### config.mk
export PLATFORM = sky130hd
export DESIGN_NAME = tcw_cursor
export DESIGN_NICKNAME = d
export VERILOG_FILES = /design/src/rtl/tcw_pkg.sv /design/src/rtl/tcw_cursor.sv
export SDC_FILE = /design/constraint.sdc
export NUM_CORES = 1
export LEC_CHECK = 0
export ABC_AREA = 1
export ABC_CLOCK_PERIOD_IN_PS = 1900
export BUFFER_PORTS_ARGS = -buffer_cell sky130_fd_sc_hd__buf_2
export CAP_MARGIN = 20
export CORE_ASPECT_RATIO = 0.7
export CORE_MARGIN = 4
export CORE_UTILIZATION = 30
export CTS_CLUSTER_SIZE = 30
export DETAILED_ROUTE_END_ITERATION = 7
export MAX_ROUTING_LAYER = met4
export SLEW_MARGIN = 20
export SYNTH_ARGS = -nofsm -noshare
export SYNTH_HDL_FRONTEND = slang
export SYNTH_SLANG_ARGS = --single-unit
### constraint.sdc
create_clock -name i_clk -period 1.9 [get_ports i_clk]
set_input_delay 0 -clock i_clk [delete_from_list [all_inputs] [get_ports i_clk]]
set_output_delay 0 -clock i_clk [all_outputs]
set_load 0.02 [all_outputs]
### src/rtl/tcw_pkg.sv
// Shared types and constants of the text console writer.
package tcw_pkg;

    localparam int ROW_W   = 5;
    localparam int COL_W   = 7;
    localparam int CELL_W  = 16;
    localparam int COUNT_W = 16;
    localparam int CHAR_W  = 8;
    localparam int ATTR_W  = 8;
    localparam int INDEX_W = 11;

    localparam logic [CHAR_W-1:0]  NL_CODE     = 8'd10;
    localparam logic [CHAR_W-1:0]  CR_CODE     = 8'd13;
    localparam logic [ATTR_W-1:0]  ATTR_RESET  = 8'h0F;
    localparam logic [CELL_W-1:0]  BLANK_RESET = 16'd3872;
    localparam logic [COUNT_W-1:0] COUNT_MAX   = 16'hFFFF;

    // Configuration register indexes
    localparam logic CFG_TEXT_ATTR  = 1'b0;
    localparam logic CFG_BLANK_CELL = 1'b1;

    // Item kinds
    localparam logic KIND_PUT  = 1'b0;
    localparam logic KIND_READ = 1'b1;

    typedef struct packed {
        logic [ROW_W-1:0] row;
        logic [COL_W-1:0] col;
    } t_cursor;

    typedef struct packed {
        t_cursor            pos;
        logic [COUNT_W-1:0] count;
        logic               scrolled;
    } t_put_res;

    typedef struct packed {
        t_cursor            pos;
        logic [CELL_W-1:0]  cell_data;
        logic [COUNT_W-1:0] count;
        logic               scrolled;
    } t_result;

endpackage

### src/rtl/tcw_cursor.sv
// Cursor position, linear cell address and string counter.
module tcw_cursor import tcw_pkg::*; #(
    parameter int COLUMNS = 80,
    parameter int ROWS    = 25,
    parameter int AW      = 11
) (
    input  logic              i_clk,
    input  logic              i_rst_n,
    input  logic              i_put,
    input  logic [CHAR_W-1:0] i_char,
    input  logic              i_last,
    output t_cursor           o_cur,
    output t_put_res          o_put,
    output logic [AW-1:0]     o_wr_addr,
    output logic              o_printable,
    output logic              o_scroll
);

    localparam int RW = $clog2(ROWS);
    localparam int CW = $clog2(COLUMNS);

    logic [RW-1:0]      r_row, n_row;
    logic [CW-1:0]      r_col, n_col;
    logic [AW-1:0]      r_base, n_base;
    logic [COUNT_W-1:0] r_count, n_count;

    logic [CW:0]        col_inc;
    logic               row_adv;
    logic [COUNT_W-1:0] count_inc;

    always_comb begin
        col_inc   = {1'b0, r_col} + 1'b1;
        count_inc = (r_count == COUNT_MAX) ? r_count : r_count + 1'b1;
        o_printable = (i_char != NL_CODE) && (i_char != CR_CODE);
        n_col   = '0;
        row_adv = 1'b0;
        if (i_char == NL_CODE) begin
            row_adv = 1'b1;
        end else if (o_printable) begin
            if (col_inc == (CW+1)'(COLUMNS)) begin
                row_adv = 1'b1;
            end else begin
                n_col = col_inc[CW-1:0];
            end
        end
        o_scroll = row_adv && (r_row == RW'(ROWS - 1));
        n_row  = r_row;
        n_base = r_base;
        if (row_adv && !o_scroll) begin
            n_row  = r_row + 1'b1;
            n_base = r_base + AW'(COLUMNS);
        end
        n_count = i_last ? '0 : count_inc;

        o_put.pos.row = ROW_W'(n_row);
        o_put.pos.col = COL_W'(n_col);
        o_put.count   = i_last ? count_inc : '0;
        o_put.scrolled = o_scroll;
    end

    assign o_wr_addr = r_base + AW'(r_col);
    assign o_cur.row = ROW_W'(r_row);
    assign o_cur.col = COL_W'(r_col);

    always_ff @(posedge i_clk) begin
        if (!i_rst_n) begin
            r_row   <= '0;
            r_col   <= '0;
            r_base  <= '0;
            r_count <= '0;
        end else if (i_put) begin
            r_row   <= n_row;
            r_col   <= n_col;
            r_base  <= n_base;
            r_count <= n_count;
        end
    end

endmodule

Word level (Yosys, flattened, before mapping):

Cells that the tools add are included.
Widths: inputs -> output; s select.

* add/subtract/negate cells: 5
* eq/ne operators: 6
* multiplexer cells: 10
* reduce and logical (&&, ||, !) cells: 5

Operator list (count)
* $mux 16: 3
* $mux 7: 3
* $add 16x1->16 const B: 1
* $eq 16x16->1 const B: 1
* $ne 8x4->1 const B: 2
* $add 11x7->11: 1
* $add 11x7->11 const B: 1
* $add 7x1->8 const B: 1
* $eq 8x4->1 const B: 1
* $eq 8x7->1 const B: 1
* $add 5x1->5 const B: 1
* $eq 5x5->1 const B: 1
* $mux 5: 1
* $logic_and 1x1->1: 3
* $mux 1: 3
* $reduce_and 2->1: 1
* $logic_not 1->1: 1

* register bits after elaboration: 39
* bits of input ports: 12
* output and inout port bits: 54
* logic and storage cells: 30

Longest topological paths before layout:

* depth after elaboration: 9
* mapped depth: 13
* gate-level depth less buffers: 13

Least setup slack after synthesis:

No wires, ideal clock.

* path kind: register -> output
* start point: reg r_col[1]
* end point: out o_put[0] (netlist bit)
* arrival time: 1.995 ns
* data required time: 1.900 ns
* path slack: -0.095 ns
* cell stages (with the launch flop): 11
* buffers on the path: 1
* cell sequence: dfxtp_1 > ha_1 > nand2_1 > o21bai_2 > nand2_1 > nor2_2 > nand3_2 > nand2_4 > inv_1 > nor2_1 > buf_4

* longest elaborated chain between the ends: 6

Ends and longest elaborated chain
* start: declaration: line tcw_cursor.sv:23 `logic [CW-1:0] r_col, n_col;`
* start signal: assignment: line tcw_cursor.sv:73 `r_col <= n_col;`
* $add 7x1->8: line tcw_cursor.sv:32 `col_inc = {1'b0, r_col} + 1'b1;`
* $eq 8x7->1: line tcw_cursor.sv:40 `if (col_inc == (CW+1)'(COLUMNS)) begin`
* $mux 1: line tcw_cursor.sv:40
* $mux 1: line tcw_cursor.sv:39 `end else if (o_printable) begin`
* $mux 1: line tcw_cursor.sv:37 `if (i_char == NL_CODE) begin`
* $logic_and 1x1->1: line tcw_cursor.sv:46 `o_scroll = row_adv && (r_row == RW'(ROWS - 1));`
* end: declaration: line tcw_cursor.sv:13 `output t_put_res o_put,`

No other way between the ends.

==> results.yml <==
status:
  run_status: "finished, violations left"
  violations: "negative setup slack"
critical_path:
  cp_top_family: "simple AND/OR/NAND/NOR gates"
  critPathCaptureType: "output port"
  cp_max_fo: 7
  cp.arrival_ns: 1.94
  critPathKind: "register to output port"
  worstPathRequired_ns: 1.90
  worst-path-buf-inv: 4
  cp-start-kind: "register"
  cp_slowest_cell: "dfxtp_4"
  cp_cell_sequence: "buf_4 > inv_1 > nand4_1 > nand2_2 > nand2_1 > nor2_2 > nand3_2 > nand2_4 > buf_4 > nand3_4 > nand2_2 > buf_6"
  critical-path-max-stage-delay_ns: 0.37
place:
  place_inst: 578
  dpl.hpwl_mm: 5.49
  io_buffers: 65
  gp_congestion: 0.888
clock_network:
  cts_max_level: 2
  cts.path.max_buffers: 2
  clk_pin_slew_worst_paths_ns: 0.06
  tritoncts: "built"
  numCtsBuffers: 5
  clk_latency_ns: 0.27
  cts_root_buf: "clkbuf_16"
  cts_hold_repair.buffers: 0
  cts.sink_count: 35
timing:
  setup_viol: 7
  slew_viol_final: 0
  max_freq_ghz: 0.515
  finClkSkew_ns: 0.00319
  maxSlewHeadroom: 0.443
  tns_ns: -0.110
  min_period_over_period: 1.02
  tightest_slew_ns: 0.835
  fin_crit_ns: 1.94
  setup_slack_ns: -0.0406
  rsz0062_at_grt: "true"
  hold_viol: 0
grt:
  grt-ovfl-total: 0
  grt_pass1_vias: 2606
  track_usage: 0.151
  grt_max_degree: 24
  grt_first_pass_wirelength_mm: 12.6
  antenna_found_initial: 0
logic_synthesis:
  yosysSeqAreaShare: 0.270
  netlist_area_um2: 2600
  synthAdderAreaFrac: 0.0462
  synth.area.top_cells: "dfxtp_1 27%, nand2_1 15%, a21oi_1 9.2%, inv_1 7.1%, xor2_1 6.7%"
  synth-edff-count: 0
  synth_xor_area_frac: 0.0809
  yosysUniqueCellTypes: 32
  yosysTopAreaCellShare: 0.270
  synth_fp_nets: 420
  synth_compound_area_frac: 0.128
  yosys.area_share.simple: 0.346
  synthArstFlopShare: 0
  postSynthCellCount: 399
  synthFlopType: "dfxtp_1"
  yosys_warnings: 0
  synth_top_family_by_area: "simple AND/OR/NAND/NOR gates"
  syn_avg_cell_area_um2: 6.51
  synthTopCellsByCount: "106 x nand2_1, 49 x inv_1, 48 x a21oi_1"
  synth_seq_cells: 35
  yosys-mux-area-fraction: 0
  synth_most_common_cell: "nand2_1"
  yosysTopAreaCell: "dfxtp_1"
power:
  ir_drop_mv: 0.309
  p_leak_nw: 1.75
  p_switching_uw: 531
  p_per_area_nw_per_um2: 516
  seqPwrFrac: 0.398
  clkPwrFrac: 0.438
  cellInternalPower_mw: 1.43
  switching_share: 0.271
  power_frac_comb: 0.164
routing:
  avgRoutedWirePerCell_um: 13.3
  dr.pass1.iters: 4
  first_iter_violations: 160
  drc: 0
  via_per_inst: 4.64
  dr_total_vias: 2819
  postRouteAntennaNets: 0
  wl_mm: 8.10
floorplanning:
  fp.dieH_um: 85.9
  core-area_um2: 8440
  dieArea_um2: 10200
  start_util: 0.308
  fp-row-count: 28
  die_w_um: 119
  io_pins: 66
layout:
  nets: 507
  area_growth_pct: 46.1
  final_cells: 607
  post-route-util: 0.450
  diodes: 0
  fillCellCount: 871
  layout-drive-gt1-share: 0.384
job:
  cap_violations: 0
worst_hold_path:
  hold_class: "primary input to register"
## cell type report
class                   count  area (um2)  share of cell area
clock buffers               8         156              0.0412
inverters                  52         198              0.0521
multi-input cells         292        1830               0.483
flip-flops and latches     35         721               0.190
well taps                 120         150              0.0396
repair buffers            100         737               0.194
## flip-flops by register name (all words and copies together) (netlist names)
name,count
r_base,7
r_col,7
r_count,16
r_row,5
## power groups by stage
stage / Sequential [mW] / Clock, mW / Combinational [mW]
after global placement: 0.789 / 0 / 0.273
final: 0.780 / 0.857 / 0.321
after CTS: 0.777 / 0.882 / 0.288
after floorplan: 0.806 / 0 / 0.163
after global routing: 0.782 / 0.916 / 0.349
after detailed placement: 0.790 / 0 / 0.275
## cell usage in the layout, fill, tap and decap left out, types with 2 or more instances in the layout
| master | n |
|---|---|
| nand2_1 | 91 |
| inv_1 | 45 |
| buf_2 | 43 |
| buf_4 | 38 |
| a21oi_1 | 34 |
| nor2_1 | 31 |
| dfxtp_1 | 25 |
| xor2_1 | 18 |
| buf_6 | 17 |
| nand2_2 | 15 |
| nand3_1 | 15 |
| nand4_1 | 14 |
| a21oi_2 | 10 |
| nor3_1 | 7 |
| dfxtp_2 | 7 |
| inv_2 | 6 |
| nand3_2 | 6 |
| nor2_4 | 6 |
| o21ai_0 | 6 |
| clkbuf_16 | 6 |
| ha_1 | 5 |
| o21ai_2 | 4 |
| nand2_4 | 4 |
| a21oi_4 | 4 |
| xnor2_1 | 4 |
| nor2_2 | 3 |
| nand3_4 | 3 |
| ha_4 | 3 |
| dfxtp_4 | 3 |
| o21bai_4 | 2 |
| xor2_2 | 2 |
| clkbuf_8 | 2 |
## tightest hold or removal path, stage by stage
cell and delay, ns:
buf_2 0.15, nand2_1 0.08, nor2_1 0.03
## metal layers
metal / global-route usage / part of all wire / vias up
met5: - / 0 / -
met4: 0.0326 / 0.0099 / 0
met3: 0.0264 / 0.041 / 10
met2: 0.223 / 0.46 / 60
met1: 0.216 / 0.49 / 1303
li1: - / - / 1446
## cells by family (layout without fill, tap and decap cells)
kind of cell | Yosys count | in the layout
XOR/XNOR | 24 | 24
AND/OR/NAND/NOR | 197 | 197
adder cells (fa/ha/maj) | 9 | 9
flip-flops | 35 | 35
AO/OA/AOI/OAI | 62 | 62
buffers and inverters | 72 | 160
## repair_timing
action                                  in CTS  in global routing
gates resized for setup                     48                 72
endpoints found under the setup margin      27                 38
endpoints found under the hold margin        0                  0
pin swaps                                   10                 25
cloned                                       0                  1
buffers inserted                            12                  8
## per-stage QoR
step / hold WS (ns) / area (um2) / total power [mW] / worst slack (ns)
floorplan: 0.121 / 2600 / 0.969 / 0.0238
global placement: 0.310 / 3050 / 1.06 / -0.00481
detailed placement: 0.314 / 3050 / 1.06 / -0.0187
CTS: 0.0239 / 3440 / 1.95 / 0.00441
global route: 0.0529 / 3800 / 2.05 / -0.129
finish: 0.0324 / 3800 / 1.96 / -0.0406
## final timing paths
check / end / slack (ns) / from / depth (start not counted)
max: o_put[24] / -0.04 / r_col[4]$_SDFFE_PN0P_ / 12
min reg2reg: r_base[9]$_SDFFE_PN0P_ / 0.50 / r_base[9]$_SDFFE_PN0P_ / 2
max reg2reg: r_base[10]$_SDFFE_PN0P_ / 0.08 / r_col[4]$_SDFFE_PN0P_ / 12
min: r_base[5]$_SDFFE_PN0P_ / 0.03 / i_rst_n / 3
Note: power is estimated with default switching activity, not from simulation.
